### config.mk
export PLATFORM = sky130hd
export DESIGN_NAME = deauth_flood_monitor_core_flat
export DESIGN_NICKNAME = d
export VERILOG_FILES = /design/src/dfm_pkg.sv /design/src/dfm_if.sv /design/src/deauth_flood_monitor_core.sv /design/src/dfm_ctrl.sv /design/src/dfm_dp.sv /design/src/flat_wrapper.sv
export VERILOG_INCLUDE_DIRS = /design/src /design/src/src
export SDC_FILE = /design/constraint.sdc
export NUM_CORES = 2
export LEC_CHECK = 0
export ABC_AREA = 1
export BUFFER_PORTS_ARGS = -buffer_cell sky130_fd_sc_hd__buf_4
export CAP_MARGIN = 30
export CORE_ASPECT_RATIO = 1.25
export CORE_MARGIN = 2
export CORE_UTILIZATION = 45
export DETAILED_ROUTE_END_ITERATION = 12
export PLACE_DENSITY_LB_ADDON = 0.25
export SYNTH_ARGS = -nofsm -noshare
export SYNTH_HDL_FRONTEND = slang
export SYNTH_HIERARCHICAL = 1
export SYNTH_SLANG_ARGS = --single-unit
### constraint.sdc
create_clock -name clk_i -period 8.7 [get_ports clk_i]
set_input_delay 2.175 -clock clk_i [delete_from_list [all_inputs] [get_ports clk_i]]
set_output_delay 2.175 -clock clk_i [all_outputs]
set_load 0.01 [all_outputs]
### src/deauth_flood_monitor_core_assert.svh
// ----------------------------------------------------------------------------
// Deauth flood monitor assertion macros
// Concurrent assertion wrappers that compile away when SYNTH is defined.
// ----------------------------------------------------------------------------
`ifndef DEAUTH_FLOOD_MONITOR_CORE_ASSERT_SVH
`define DEAUTH_FLOOD_MONITOR_CORE_ASSERT_SVH

`ifndef SYNTH
// Property must hold at every clock edge outside reset.
`define DFM_ASSERT(lbl, clk, rstn, prop) \
  lbl: assert property (@(posedge clk) disable iff (!rstn) prop) \
    else $error("deauth_flood_monitor_core: assertion failed");
// Expression must never be true outside reset.
`define DFM_ASSERT_NEVER(lbl, clk, rstn, expr) \
  `DFM_ASSERT(lbl, clk, rstn, !(expr))
`else
`define DFM_ASSERT(lbl, clk, rstn, prop)
`define DFM_ASSERT_NEVER(lbl, clk, rstn, expr)
`endif

`endif

### src/dfm_pkg.sv
// ----------------------------------------------------------------------------
// Deauth flood monitor package
// Field widths, codes and the command and status types shared by the modules.
// ----------------------------------------------------------------------------
package dfm_pkg;

  // Field widths.
  localparam int KIND_W     = 2;
  localparam int FC_W       = 8;
  localparam int LEN_W      = 12;
  localparam int BSSID_W    = 48;
  localparam int RSSI_W     = 8;
  localparam int CNT_W      = 16;
  localparam int BKT_W      = 16;
  localparam int RATE_W     = 19;
  localparam int TOT_W      = 32;
  localparam int CLASS_W    = 2;
  localparam int RPT_W      = 3;
  localparam int CFG_IDX_W  = 1;
  localparam int CFG_DATA_W = 19;

  // Configuration register indexes and reset values.
  localparam logic [CFG_IDX_W-1:0] CFG_ALERT_THR  = 1'd0;
  localparam logic [CFG_IDX_W-1:0] CFG_REPORT_CNT = 1'd1;
  localparam logic [RATE_W-1:0]    THR_RESET      = 19'd12;
  localparam logic [RPT_W-1:0]     RPT_RESET      = 3'd6;

  // Frame qualification constants.
  localparam logic [LEN_W-1:0] MIN_FRAME_LEN    = 12'd24;
  localparam logic [1:0]       TYPE_MGMT        = 2'h0;
  localparam logic [3:0]       SUBTYPE_DEAUTH   = 4'd12;
  localparam logic [3:0]       SUBTYPE_DISASSOC = 4'd10;

  // Saturation limits.
  localparam logic [RATE_W-1:0] RATE_MAX = '1;

  typedef enum logic [KIND_W-1:0] {
    KIND_FRAME  = 2'd0,
    KIND_TICK   = 2'd1,
    KIND_CLEAR  = 2'd2,
    KIND_REPORT = 2'd3
  } dfm_kind_e;

  typedef enum logic [CLASS_W-1:0] {
    CLASS_NONE     = 2'd0,
    CLASS_DEAUTH   = 2'd1,
    CLASS_DISASSOC = 2'd2
  } dfm_class_e;

  // One offender table entry.
  typedef struct packed {
    logic [BSSID_W-1:0]        bssid;
    logic [CNT_W-1:0]          count;
    logic signed [RSSI_W-1:0]  rssi;
  } dfm_entry_t;

  // One result transaction.
  typedef struct packed {
    logic [CLASS_W-1:0]        frame_class;
    logic                      table_drop;
    logic [RATE_W-1:0]         window_rate;
    logic                      alert;
    logic [TOT_W-1:0]          deauth_total;
    logic [TOT_W-1:0]          disassoc_total;
    logic                      entry_valid;
    logic [BSSID_W-1:0]        entry_bssid;
    logic [CNT_W-1:0]          entry_count;
    logic signed [RSSI_W-1:0]  entry_rssi;
    logic                      last;
  } dfm_out_t;

  // Controller to datapath commands.
  typedef struct packed {
    logic in_ready;
    logic scan_start;
    logic tbl_upd;
    logic best_upd;
    logic next_pass;
    logic out_load;
    logic out_entry;
  } dfm_cmd_t;

  // Datapath to controller status.
  typedef struct packed {
    logic      in_valid;
    dfm_kind_e kind;
    logic      qualify;
    logic      limit_zero;
    logic      hit;
    logic      done;
    logic      last_entry;
    logic      out_free;
  } dfm_sts_t;

endpackage

### src/dfm_if.sv
// ----------------------------------------------------------------------------
// Deauth flood monitor channel interfaces
// Valid/ready channels for input items and result items.
// ----------------------------------------------------------------------------
interface dfm_in_if import dfm_pkg::*; ();
  logic                     valid;
  logic                     ready;
  logic [KIND_W-1:0]        kind;
  logic                     mgmt_frame;
  logic [FC_W-1:0]          frame_ctrl;
  logic [LEN_W-1:0]         frame_len;
  logic [BSSID_W-1:0]       bssid;
  logic signed [RSSI_W-1:0] rssi;

  modport source (output valid, kind, mgmt_frame, frame_ctrl, frame_len, bssid, rssi,
                  input ready);
  modport sink (input valid, kind, mgmt_frame, frame_ctrl, frame_len, bssid, rssi,
                output ready);
endinterface

interface dfm_out_if import dfm_pkg::*; ();
  logic                     valid;
  logic                     ready;
  logic [CLASS_W-1:0]       frame_class;
  logic                     table_drop;
  logic [RATE_W-1:0]        window_rate;
  logic                     alert;
  logic [TOT_W-1:0]         deauth_total;
  logic [TOT_W-1:0]         disassoc_total;
  logic                     entry_valid;
  logic [BSSID_W-1:0]       entry_bssid;
  logic [CNT_W-1:0]         entry_count;
  logic signed [RSSI_W-1:0] entry_rssi;
  logic                     last;

  modport source (output valid, frame_class, table_drop, window_rate, alert, deauth_total,
                  disassoc_total, entry_valid, entry_bssid, entry_count, entry_rssi, last,
                  input ready);
  modport sink (input valid, frame_class, table_drop, window_rate, alert, deauth_total,
                disassoc_total, entry_valid, entry_bssid, entry_count, entry_rssi, last,
                output ready);
endinterface

### src/deauth_flood_monitor_core.sv
// ----------------------------------------------------------------------------
// Deauth flood monitor core
// Classifies management frames, keeps a rate window and an offender table.
// ----------------------------------------------------------------------------
// A qualifying frame searches the offender table memory one entry per cycle over the
// used entries (at most TABLE_DEPTH), stopping at a hit; other frames, ticks and
// clears need no search. A report makes one full table sweep per entry for its L
// listed entries. One item is in work at a time.
// Reset clears totals, window, table fill and control registers; no clearing pass.
module deauth_flood_monitor_core import dfm_pkg::*; #(
  parameter int TABLE_DEPTH    = 24,
  parameter int WINDOW_BUCKETS = 8,
  parameter int TOP_K          = 6
) (
  input  logic                  clk_i,
  input  logic                  rst_ni,
  dfm_in_if.sink                in_i,
  dfm_out_if.source             out_o,
  input  logic                  cfg_we_i,
  input  logic [CFG_IDX_W-1:0]  cfg_idx_i,
  input  logic [CFG_DATA_W-1:0] cfg_wdata_i
);

  logic [RATE_W-1:0] thr_q, thr_d;
  logic [RPT_W-1:0]  rpt_q, rpt_d;
  dfm_cmd_t          cmd;
  dfm_sts_t          sts;

  // Configuration register writes.
  always_comb begin
    thr_d = thr_q;
    rpt_d = rpt_q;
    if (cfg_we_i) begin
      case (cfg_idx_i)
        CFG_ALERT_THR:  thr_d = cfg_wdata_i[RATE_W-1:0];
        CFG_REPORT_CNT: rpt_d = cfg_wdata_i[RPT_W-1:0];
        default: ;
      endcase
    end
  end

  always_ff @(posedge clk_i or negedge rst_ni) begin
    if (!rst_ni) begin
      thr_q <= THR_RESET;
      rpt_q <= RPT_RESET;
    end else begin
      thr_q <= thr_d;
      rpt_q <= rpt_d;
    end
  end

  // Controller.
  dfm_ctrl u_ctrl (
    .clk_i  (clk_i),
    .rst_ni (rst_ni),
    .sts_i  (sts),
    .cmd_o  (cmd)
  );

  // Datapath.
  dfm_dp #(
    .TABLE_DEPTH    (TABLE_DEPTH),
    .WINDOW_BUCKETS (WINDOW_BUCKETS),
    .TOP_K          (TOP_K)
  ) u_dp (
    .clk_i  (clk_i),
    .rst_ni (rst_ni),
    .in_i   (in_i),
    .out_o  (out_o),
    .thr_i  (thr_q),
    .rpt_i  (rpt_q),
    .cmd_i  (cmd),
    .sts_o  (sts)
  );

endmodule

### src/dfm_ctrl.sv
// ----------------------------------------------------------------------------
// Deauth flood monitor controller
// Sequences item intake, table scans, report passes and result hand-off.
// ----------------------------------------------------------------------------
module dfm_ctrl import dfm_pkg::*; (
  input  logic     clk_i,
  input  logic     rst_ni,
  input  dfm_sts_t sts_i,
  output dfm_cmd_t cmd_o
);

  typedef enum logic [4:0] {
    ST_IDLE  = 5'b00001,
    ST_SCAN  = 5'b00010,
    ST_RSCAN = 5'b00100,
    ST_REMIT = 5'b01000,
    ST_EMIT  = 5'b10000
  } dfm_state_e;

  dfm_state_e state_q, state_d;

  // Next state and command decode.
  always_comb begin
    state_d = state_q;
    cmd_o   = '0;
    case (state_q)
      ST_IDLE: begin
        cmd_o.in_ready = 1'b1;
        if (sts_i.in_valid) begin
          case (sts_i.kind)
            KIND_FRAME: begin
              if (sts_i.qualify) begin
                cmd_o.scan_start = 1'b1;
                state_d          = ST_SCAN;
              end else begin
                state_d = ST_EMIT;
              end
            end
            KIND_REPORT: begin
              if (sts_i.limit_zero) begin
                state_d = ST_EMIT;
              end else begin
                cmd_o.scan_start = 1'b1;
                state_d          = ST_RSCAN;
              end
            end
            default: state_d = ST_EMIT;
          endcase
        end
      end
      ST_SCAN: begin
        cmd_o.tbl_upd = 1'b1;
        if (sts_i.hit || sts_i.done) begin
          state_d = ST_EMIT;
        end
      end
      ST_RSCAN: begin
        cmd_o.best_upd = 1'b1;
        if (sts_i.done) begin
          state_d = ST_REMIT;
        end
      end
      ST_REMIT: begin
        if (sts_i.out_free) begin
          cmd_o.out_load  = 1'b1;
          cmd_o.out_entry = 1'b1;
          if (sts_i.last_entry) begin
            state_d = ST_IDLE;
          end else begin
            cmd_o.next_pass  = 1'b1;
            cmd_o.scan_start = 1'b1;
            state_d          = ST_RSCAN;
          end
        end
      end
      ST_EMIT: begin
        if (sts_i.out_free) begin
          cmd_o.out_load = 1'b1;
          state_d        = ST_IDLE;
        end
      end
      default: state_d = ST_IDLE;
    endcase
  end

  // State register.
  always_ff @(posedge clk_i or negedge rst_ni) begin
    if (!rst_ni) begin
      state_q <= ST_IDLE;
    end else begin
      state_q <= state_d;
    end
  end

endmodule

### src/dfm_dp.sv
// ----------------------------------------------------------------------------
// Deauth flood monitor datapath
// Counters, rate window, offender table memory, scan and top-k selection.
// ----------------------------------------------------------------------------
module dfm_dp import dfm_pkg::*; #(
  parameter int TABLE_DEPTH    = 24,
  parameter int WINDOW_BUCKETS = 8,
  parameter int TOP_K          = 6
) (
  input  logic              clk_i,
  input  logic              rst_ni,
  dfm_in_if.sink            in_i,
  dfm_out_if.source         out_o,
  input  logic [RATE_W-1:0] thr_i,
  input  logic [RPT_W-1:0]  rpt_i,
  input  dfm_cmd_t          cmd_i,
  output dfm_sts_t          sts_o
);

`include "deauth_flood_monitor_core_assert.svh"

  localparam int TIDX_W  = (TABLE_DEPTH > 1) ? $clog2(TABLE_DEPTH) : 1;
  localparam int UCNT_W  = $clog2(TABLE_DEPTH + 1);
  localparam int IDX_W   = (WINDOW_BUCKETS > 1) ? $clog2(WINDOW_BUCKETS) : 1;
  localparam int SUM_RAW = BKT_W + $clog2(WINDOW_BUCKETS + 1);
  localparam int SUM_W   = (SUM_RAW > RATE_W) ? SUM_RAW : RATE_W;
  localparam int LIM_W   = $clog2(TOP_K + 1);
  localparam int CMP_A   = (UCNT_W > LIM_W) ? UCNT_W : LIM_W;
  localparam int CMP_W   = (CMP_A > RPT_W) ? CMP_A : RPT_W;

  // Input decode.
  logic       acc;
  dfm_kind_e  in_kind;
  logic [3:0] subtype;
  logic       qualify;
  dfm_class_e in_class;

  assign acc     = cmd_i.in_ready & in_i.valid;
  assign in_kind = dfm_kind_e'(in_i.kind);
  assign subtype = in_i.frame_ctrl[7:4];

  always_comb begin
    qualify  = in_i.mgmt_frame && (in_i.frame_len >= MIN_FRAME_LEN) &&
               (in_i.frame_ctrl[3:2] == TYPE_MGMT) &&
               (subtype inside {SUBTYPE_DEAUTH, SUBTYPE_DISASSOC});
    in_class = (subtype == SUBTYPE_DISASSOC) ? CLASS_DISASSOC : CLASS_DEAUTH;
  end

  // Totals, rate window and running window sum.
  logic [TOT_W-1:0] deauth_q, disassoc_q;
  logic [BKT_W-1:0] bkt_q [WINDOW_BUCKETS];
  logic [IDX_W-1:0] bidx_q, bidx_nxt, bsel;
  logic [BKT_W-1:0] bval;
  logic [SUM_W-1:0] sum_q;
  logic [UCNT_W-1:0] used_q, used_d;

  assign bidx_nxt = (bidx_q == IDX_W'(WINDOW_BUCKETS - 1)) ? '0 : bidx_q + 1'b1;
  assign bsel     = (in_kind == KIND_TICK) ? bidx_nxt : bidx_q;
  assign bval     = bkt_q[bsel];

  always_ff @(posedge clk_i or negedge rst_ni) begin
    if (!rst_ni) begin
      deauth_q   <= '0;
      disassoc_q <= '0;
      bidx_q     <= '0;
      sum_q      <= '0;
      for (int i = 0; i < WINDOW_BUCKETS; i++) begin
        bkt_q[i] <= '0;
      end
    end else if (acc) begin
      case (in_kind)
        KIND_FRAME: begin
          if (qualify) begin
            if (in_class == CLASS_DISASSOC) begin
              disassoc_q <= disassoc_q + 1'b1;
            end else begin
              deauth_q <= deauth_q + 1'b1;
            end
            if (bval != '1) begin
              bkt_q[bsel] <= bval + 1'b1;
              sum_q       <= sum_q + 1'b1;
            end
          end
        end
        KIND_TICK: begin
          bidx_q      <= bidx_nxt;
          bkt_q[bsel] <= '0;
          sum_q       <= sum_q - SUM_W'(bval);
        end
        KIND_CLEAR: begin
          deauth_q   <= '0;
          disassoc_q <= '0;
          bidx_q     <= '0;
          sum_q      <= '0;
          for (int i = 0; i < WINDOW_BUCKETS; i++) begin
            bkt_q[i] <= '0;
          end
        end
        default: ;
      endcase
    end
  end

  // Latched item payload and per-item flags.
  logic [BSSID_W-1:0]       bssid_q;
  logic signed [RSSI_W-1:0] rssi_q;
  logic [CLASS_W-1:0]       class_q;
  logic                     drop_q;

  // Offender table memory with registered read.
  dfm_entry_t        tbl_mem [TABLE_DEPTH];
  dfm_entry_t        rd_q;
  dfm_entry_t        wr_data;
  logic              wr_en;
  logic [TIDX_W-1:0] wr_addr;

  // Scan pointer: issues one read per cycle while scanning, compares in the next cycle.
  logic [UCNT_W-1:0] ptr_q;
  logic              pend_q;
  logic [TIDX_W-1:0] pidx_q;
  logic              scanning, issue, hit, done, match;

  assign scanning = cmd_i.tbl_upd | cmd_i.best_upd;
  assign issue    = scanning && (ptr_q < used_q);
  assign match    = (rd_q.bssid == bssid_q);
  assign hit      = cmd_i.tbl_upd && pend_q && match;
  assign done     = scanning && !pend_q && !(ptr_q < used_q);

  always_ff @(posedge clk_i or negedge rst_ni) begin
    if (!rst_ni) begin
      ptr_q  <= '0;
      pend_q <= 1'b0;
    end else if (cmd_i.scan_start) begin
      ptr_q  <= '0;
      pend_q <= 1'b0;
    end else if (scanning) begin
      pend_q <= issue;
      if (issue) begin
        ptr_q <= ptr_q + 1'b1;
      end
    end
  end

  always_ff @(posedge clk_i) begin
    if (scanning) begin
      pidx_q <= ptr_q[TIDX_W-1:0];
    end
  end

  always_ff @(posedge clk_i) begin
    if (issue) begin
      rd_q <= tbl_mem[ptr_q[TIDX_W-1:0]];
    end
  end

  always_ff @(posedge clk_i) begin
    if (wr_en) begin
      tbl_mem[wr_addr] <= wr_data;
    end
  end

  // Table update on a hit, or on a miss at the end of the scan when the table is not full.
  logic table_full;
  assign table_full = !(used_q < UCNT_W'(TABLE_DEPTH));

  always_comb begin
    wr_en         = 1'b0;
    wr_addr       = pidx_q;
    wr_data.bssid = bssid_q;
    wr_data.rssi  = rssi_q;
    wr_data.count = (rd_q.count == '1) ? rd_q.count : rd_q.count + 1'b1;
    used_d        = used_q;
    if (hit) begin
      wr_en = 1'b1;
    end else if (cmd_i.tbl_upd && done && !table_full) begin
      wr_en         = 1'b1;
      wr_addr       = used_q[TIDX_W-1:0];
      wr_data.count = CNT_W'(1);
      used_d        = used_q + 1'b1;
    end
    if (acc && in_kind == KIND_CLEAR) begin
      used_d = '0;
    end
  end

  always_ff @(posedge clk_i or negedge rst_ni) begin
    if (!rst_ni) begin
      used_q <= '0;
    end else begin
      used_q <= used_d;
    end
  end

  always_ff @(posedge clk_i) begin
    if (acc) begin
      bssid_q <= in_i.bssid;
      rssi_q  <= in_i.rssi;
      class_q <= (in_kind == KIND_FRAME && qualify) ? in_class : CLASS_NONE;
      drop_q  <= 1'b0;
    end else if (cmd_i.tbl_upd && done && table_full) begin
      drop_q <= 1'b1;
    end
  end

  // Report length: min(report_count, TOP_K, used entries).
  logic [CMP_W-1:0] lim_rc, lim_tk, lim_us, lim_a, lim_x;
  assign lim_rc = CMP_W'(rpt_i);
  assign lim_tk = CMP_W'(TOP_K);
  assign lim_us = CMP_W'(used_q);
  assign lim_a  = (lim_rc < lim_tk) ? lim_rc : lim_tk;
  assign lim_x  = (lim_a < lim_us) ? lim_a : lim_us;

  // Top-k selection: each pass finds the best entry after the previous pick
  // in the order of descending count, then ascending index.
  logic [LIM_W-1:0]  limit_q, n_q;
  logic              have_prev_q, best_vld_q;
  logic [CNT_W-1:0]  prev_cnt_q;
  logic [TIDX_W-1:0] prev_idx_q, best_idx_q;
  dfm_entry_t        best_q;
  logic              cand, better, last_entry;

  assign cand = !have_prev_q || (rd_q.count < prev_cnt_q) ||
                ((rd_q.count == prev_cnt_q) && (pidx_q > prev_idx_q));
  assign better     = !best_vld_q || (rd_q.count > best_q.count);
  assign last_entry = (LIM_W'(n_q + 1'b1) == limit_q);

  always_ff @(posedge clk_i or negedge rst_ni) begin
    if (!rst_ni) begin
      have_prev_q <= 1'b0;
      best_vld_q  <= 1'b0;
      n_q         <= '0;
      limit_q     <= '0;
    end else begin
      if (acc && in_kind == KIND_REPORT) begin
        have_prev_q <= 1'b0;
        n_q         <= '0;
        limit_q     <= LIM_W'(lim_x);
      end else if (cmd_i.next_pass) begin
        have_prev_q <= 1'b1;
        n_q         <= n_q + 1'b1;
      end
      if (cmd_i.scan_start) begin
        best_vld_q <= 1'b0;
      end else if (cmd_i.best_upd && pend_q && cand && better) begin
        best_vld_q <= 1'b1;
      end
    end
  end

  always_ff @(posedge clk_i) begin
    if (cmd_i.best_upd && pend_q && cand && better) begin
      best_q     <= rd_q;
      best_idx_q <= pidx_q;
    end
    if (cmd_i.next_pass) begin
      prev_cnt_q <= best_q.count;
      prev_idx_q <= best_idx_q;
    end
  end

  // Output register.
  logic              out_valid_q, out_free;
  dfm_out_t          out_q, out_d;
  logic [RATE_W-1:0] rate;

  assign out_free = !out_valid_q || out_o.ready;
  assign rate     = (sum_q > SUM_W'(RATE_MAX)) ? RATE_MAX : sum_q[RATE_W-1:0];

  always_comb begin
    out_d                = '0;
    out_d.window_rate    = rate;
    out_d.alert          = (rate >= thr_i);
    out_d.deauth_total   = deauth_q;
    out_d.disassoc_total = disassoc_q;
    if (cmd_i.out_entry) begin
      out_d.entry_valid = 1'b1;
      out_d.entry_bssid = best_q.bssid;
      out_d.entry_count = best_q.count;
      out_d.entry_rssi  = best_q.rssi;
      out_d.last        = last_entry;
    end else begin
      out_d.frame_class = class_q;
      out_d.table_drop  = drop_q;
      out_d.last        = 1'b1;
    end
  end

  always_ff @(posedge clk_i or negedge rst_ni) begin
    if (!rst_ni) begin
      out_valid_q <= 1'b0;
    end else if (cmd_i.out_load) begin
      out_valid_q <= 1'b1;
    end else if (out_o.ready) begin
      out_valid_q <= 1'b0;
    end
  end

  always_ff @(posedge clk_i) begin
    if (cmd_i.out_load) begin
      out_q <= out_d;
    end
  end

  // Ports and status.
  assign in_i.ready           = cmd_i.in_ready;
  assign out_o.valid          = out_valid_q;
  assign out_o.frame_class    = out_q.frame_class;
  assign out_o.table_drop     = out_q.table_drop;
  assign out_o.window_rate    = out_q.window_rate;
  assign out_o.alert          = out_q.alert;
  assign out_o.deauth_total   = out_q.deauth_total;
  assign out_o.disassoc_total = out_q.disassoc_total;
  assign out_o.entry_valid    = out_q.entry_valid;
  assign out_o.entry_bssid    = out_q.entry_bssid;
  assign out_o.entry_count    = out_q.entry_count;
  assign out_o.entry_rssi     = out_q.entry_rssi;
  assign out_o.last           = out_q.last;

  always_comb begin
    sts_o            = '0;
    sts_o.in_valid   = in_i.valid;
    sts_o.kind       = in_kind;
    sts_o.qualify    = qualify;
    sts_o.limit_zero = (lim_x == '0);
    sts_o.hit        = hit;
    sts_o.done       = done;
    sts_o.last_entry = last_entry;
    sts_o.out_free   = out_free;
  end

  // Assertions.
  `DFM_ASSERT(a_used_bound, clk_i, rst_ni, used_q <= UCNT_W'(TABLE_DEPTH))
  `DFM_ASSERT_NEVER(a_hit_range, clk_i, rst_ni, hit && (UCNT_W'(pidx_q) >= used_q))
  `DFM_ASSERT(a_hit_keeps_used, clk_i, rst_ni, hit |=> $stable(used_q))
  `DFM_ASSERT(a_pass_bound, clk_i, rst_ni, cmd_i.next_pass |-> (LIM_W'(n_q + 1'b1) < limit_q))
  `DFM_ASSERT(a_entry_found, clk_i, rst_ni, (cmd_i.out_load && cmd_i.out_entry) |-> best_vld_q)

endmodule
### src/flat_wrapper.sv
// flat-port wrapper written by rule: the top's interface ports become plain ports
module deauth_flood_monitor_core_flat import dfm_pkg::*;
#(
  parameter int TABLE_DEPTH    = 24,
  parameter int WINDOW_BUCKETS = 8,
  parameter int TOP_K          = 6
)
  (clk_i, rst_ni, cfg_we_i, cfg_idx_i, cfg_wdata_i, in_i_valid, in_i_kind, in_i_mgmt_frame, in_i_frame_ctrl, in_i_frame_len, in_i_bssid, in_i_rssi, in_i_ready, out_o_valid, out_o_frame_class, out_o_table_drop, out_o_window_rate, out_o_alert, out_o_deauth_total, out_o_disassoc_total, out_o_entry_valid, out_o_entry_bssid, out_o_entry_count, out_o_entry_rssi, out_o_last, out_o_ready);
  dfm_in_if in_i_i ();
  dfm_out_if out_o_i ();
  input  logic clk_i;
  input  logic rst_ni;
  input  logic cfg_we_i;
  input  logic [CFG_IDX_W-1:0] cfg_idx_i;
  input  logic [CFG_DATA_W-1:0] cfg_wdata_i;
  input wire logic [$bits(in_i_i.valid)-1:0] in_i_valid;
  input wire logic [$bits(in_i_i.kind)-1:0] in_i_kind;
  input wire logic [$bits(in_i_i.mgmt_frame)-1:0] in_i_mgmt_frame;
  input wire logic [$bits(in_i_i.frame_ctrl)-1:0] in_i_frame_ctrl;
  input wire logic [$bits(in_i_i.frame_len)-1:0] in_i_frame_len;
  input wire logic [$bits(in_i_i.bssid)-1:0] in_i_bssid;
  input wire logic [$bits(in_i_i.rssi)-1:0] in_i_rssi;
  output wire logic [$bits(in_i_i.ready)-1:0] in_i_ready;
  output wire logic [$bits(out_o_i.valid)-1:0] out_o_valid;
  output wire logic [$bits(out_o_i.frame_class)-1:0] out_o_frame_class;
  output wire logic [$bits(out_o_i.table_drop)-1:0] out_o_table_drop;
  output wire logic [$bits(out_o_i.window_rate)-1:0] out_o_window_rate;
  output wire logic [$bits(out_o_i.alert)-1:0] out_o_alert;
  output wire logic [$bits(out_o_i.deauth_total)-1:0] out_o_deauth_total;
  output wire logic [$bits(out_o_i.disassoc_total)-1:0] out_o_disassoc_total;
  output wire logic [$bits(out_o_i.entry_valid)-1:0] out_o_entry_valid;
  output wire logic [$bits(out_o_i.entry_bssid)-1:0] out_o_entry_bssid;
  output wire logic [$bits(out_o_i.entry_count)-1:0] out_o_entry_count;
  output wire logic [$bits(out_o_i.entry_rssi)-1:0] out_o_entry_rssi;
  output wire logic [$bits(out_o_i.last)-1:0] out_o_last;
  input wire logic [$bits(out_o_i.ready)-1:0] out_o_ready;
  assign in_i_i.valid = in_i_valid;
  assign in_i_i.kind = in_i_kind;
  assign in_i_i.mgmt_frame = in_i_mgmt_frame;
  assign in_i_i.frame_ctrl = in_i_frame_ctrl;
  assign in_i_i.frame_len = in_i_frame_len;
  assign in_i_i.bssid = in_i_bssid;
  assign in_i_i.rssi = in_i_rssi;
  assign in_i_ready = in_i_i.ready;
  assign out_o_valid = out_o_i.valid;
  assign out_o_frame_class = out_o_i.frame_class;
  assign out_o_table_drop = out_o_i.table_drop;
  assign out_o_window_rate = out_o_i.window_rate;
  assign out_o_alert = out_o_i.alert;
  assign out_o_deauth_total = out_o_i.deauth_total;
  assign out_o_disassoc_total = out_o_i.disassoc_total;
  assign out_o_entry_valid = out_o_i.entry_valid;
  assign out_o_entry_bssid = out_o_i.entry_bssid;
  assign out_o_entry_count = out_o_i.entry_count;
  assign out_o_entry_rssi = out_o_i.entry_rssi;
  assign out_o_last = out_o_i.last;
  assign out_o_i.ready = out_o_ready;
  deauth_flood_monitor_core #(.TABLE_DEPTH(TABLE_DEPTH), .WINDOW_BUCKETS(WINDOW_BUCKETS), .TOP_K(TOP_K)) u_core (.clk_i(clk_i), .rst_ni(rst_ni), .in_i(in_i_i), .out_o(out_o_i), .cfg_we_i(cfg_we_i), .cfg_idx_i(cfg_idx_i), .cfg_wdata_i(cfg_wdata_i));
endmodule
==> flow_summary.toml <==
[critical_path]
critPathLaunchType = "input port"
critPathMaxStageDelay_ns = 0.58
path_max_fanout = 35
cp.required_ns = 9.49
endpoint_kind = "flop"
cpMostUsedCell = "nand2_1"
arrival_ns = 7.09
critPathSlowestCell = "ha_1"
crit_type = "input port to flop"
cp_cell_sequence = "buf_4 -> inv_1 -> ha_1 -> inv_2 -> nand2_2 -> buf_4 -> nand3_1 -> nand2_1 -> nand2_1 -> nand2_1 -> nand2_1 -> nand2_1 -> ha_1 -> inv_1 -> nor2_1 -> nand2_2 -> nor2_8 -> nand4_4 -> nand2_2 -> inv_2 -> nand2_1 -> nand2_1 -> nand2_1"

[floorplan]
dieArea_mm2 = 0.223
die-height_um = 528
die_w_um = 423
core_mm2 = 0.219
start_util_pct = 45.2
ioPinCount = 267
fp-row-count = 192

[timing]
max_slew_margin_pct = 25.7
holdWs_ns = 0.410
fmax_mhz = 159
setup_ws_ns = 2.40
setup_violations = 0
finalHoldViolCount = 0
setup_tns_ns = 0
rsz0062_at_grt = "no"
finalMaxSlewViolations = 0
worst_pin_slew_ns = 1.11
layout_min_cycle_time_ns = 6.30
period_share_pct = 72.4
fin_worst_skew_ns = 0.0561

[logic_synthesis]
synth.area.top_cells = "edfxtp_1, dfrtp_1, nand2_1, o21ai_0, nor2_1"
synth_largest_area_cell = "edfxtp_1"
yosys_warnings = 6
synth-compound-area-share_pct = 10.6
syn-instance-count = 8256
synth-seq-area-share_pct = 71.2
yosysUniqueCellTypes = 62
netlist_area_mm2 = 0.0987
synth-xor-area-share_pct = 0.728
synth_async_sr_flop_share_pct = 11.0
synth_edf_count = 2122
synthFlopType = "edfxtp_1"
synth-adder-area-share_pct = 1.24
synthMuxAreaShare_pct = 0.0114
synth_top_area_share_pct = 64.6
ys_ff_latch = 2385
synthSimpleGateAreaFrac_pct = 12.5
syn_area_per_cell_um2 = 12.0
synthesis.nets = 8457
synth_top_family_by_area = "simple AND/OR/NAND/NOR gates"

[clocking]
cts.path.max_buffers = 3
cts_hold_buf = 0
clkTransAtPathRegs_ns = 0.06
cts_tree = "done"
cts_buffers = 226
cts_root_buf = "clkbuf_16"
clkSinkCount = 2385
cts_resized = 0
cts_setup_buffers = 0
clock_latency_ns = 0.89
h-tree-depth = 4

[cells_and_area]
layout.nets = 8633
finish.instance_area_mm2 = 0.112
layout_commonest_cell = "edfxtp_1"
mostFrequentLayoutCells = "edfxtp_1, nand2_1, nor2_1"
synthToLayoutAreaGrowth_pct = 13.0
post-route-util_pct = 51.0
final_layout_size_suffix_gt1_share_pct = 10.2

[drt]
wire_per_inst_um = 25.0
first_pass_iters = 8
vias = 67200
vias_per_cell = 5.82
ant_nets = 0
wl_mm = 289
drcViolationCount = 0
dr.first_iter.drc_count = 7967

[worst_hold_path]
hold_path_class = "flop to flop"

[placement]
dp_slack_ns = 1.61
placed_area_mm2 = 0.104
port_buffers = 261
gp_routability_congestion = 0.928
dpl.hpwl_mm = 161

[power]
ir_drop_uv = 200
internal_power_mw = 21.1
pwr-share-clk_pct = 31.5
leakagePower_nw = 39.9
pwr-share-comb_pct = 24.1
switching_share_pct = 32.6
power.density_mw_per_mm2 = 281
power_frac_seq_pct = 44.5
p_sw_mw = 10.2

[outcome]
status = "completed"

[global_route]
grt.total_usage_pct = 25.3
globalRouteOverflowTotal = 0
grt_pass1_wl_mm = 423
grt_max_degree = 225
antenna_found_initial = 8
first_global_vias = 64900

[job]
maxCapViolations = 0
==> synthesized netlist by cell type, types with 77 or more instances <==
master,number
clkbuf_1,371
dfrtp_1,257
edfxtp_1,2122
ha_1,96
inv_1,416
nand2_1,1405
nand3_1,311
nor2_1,1110
o211ai_1,77
o21ai_0,1012
o221ai_1,222
o22ai_1,217
==> logic make-up after synthesis <==
| family | count (synthesis) |
|---|---|
| AO/OA/AOI/OAI | 1761 |
| XOR/XNOR | 82 |
| adder cells (fa/ha/maj) | 97 |
| buffers and inverters | 889 |
| flip-flops | 2385 |
| multiplexers | 1 |
| AND/OR/NAND/NOR | 3041 |
==> layout make-up <==
class                           instances  area (um2)
Fill cell                           18800      107000
Inverter                              436        1670
Sequential cell                      2385       70300
Clock buffer                          284        6080
Timing Repair Buffer                  401        3430
Antenna cell                            4        10.0
Clock inverter                        141        1350
Tap cell                             2910        3640
Multi-Input combinational cell       4982       25000
==> per-stage QoR <==
| stage | total power [mW] | instances |
|---|---|---|
| after floorplan | 18.9 | 8256 |
| after global placement | 21.5 | 11100 |
| after detailed placement | 21.7 | 11100 |
| after CTS | 31.5 | 11500 |
| after global routing | 32.7 | 11500 |
| final | 31.4 | 11500 |
==> critical path, delay by kind of cell <==
family / cells / cell delay [ns]
AND/OR/NAND/NOR: 15 / 2.63
buffers and inverters: 6 / 1.33
adder cells (fa/ha/maj): 2 / 0.81
==> power by group through the flow <==
stage          clock (mW)  sequential [mW]  combinational, mW
2_1_floorplan           0             14.1               4.79
3_3_place_gp            0             14.2               7.30
3_5_place_dp            0             14.2               7.47
4_1_cts              10.0             13.9               7.51
5_1_grt              10.5             14.0               8.26
6_report             9.86             14.0               7.54
==> routing by layer <==
metal / track usage, % / share of wire [%] / vias to the layer above
li1: - / - / 30000
met1: 33.4 / 40 / 33500
met2: 41.9 / 48 / 3036
met3: 3.77 / 8.2 / 540
met4: 10.6 / 4.3 / 6
met5: 0 / 0.015 / -
==> worst paths after layout <==
kind	startpoint	to	slack [ns]	cells past startpoint
max reg2reg	u_core/u_dp/ptr_q[4]	u_core/u_dp/tbl_mem[6][61]	2.76	12
max in group asynchronous	rst_ni	u_core/u_dp/ptr_q[2]	5.80	2
max	in_i_kind[1]	flop	2.40	23
min	u_core/u_dp/best_idx_q[0]	u_core/u_dp/prev_idx_q[0]	0.41	0
min in group asynchronous	rst_ni	u_core/u_dp/disassoc_q[15]	1.39	1
min reg2reg	u_core/u_dp/best_idx_q[0]	u_core/u_dp/prev_idx_q[0]	0.41	0
==> registers in the layout, indices dropped and copies added, names as in the netlist, 8 cells and up, named ones only <==
register	count
u_core/u_dp/tbl_mem	1728
u_core/u_dp/best_q	72
u_core/u_dp/rd_q	72
u_core/u_dp/bssid_q	48
u_core/u_dp/out_o.entry_bssid	48
u_core/u_dp/deauth_q	32
u_core/u_dp/disassoc_q	32
u_core/u_dp/out_o.deauth_total	32
u_core/u_dp/out_o.disassoc_total	32
u_core/u_dp/sum_q	20
u_core/thr_q	19
u_core/u_dp/out_o.window_rate	19
u_core/u_dp/out_o.entry_count	16
u_core/u_dp/prev_cnt_q	16
u_core/u_dp/out_o.entry_rssi	8
u_core/u_dp/rssi_q	8
No activity file was read; power rests on OpenSTA's default activity.
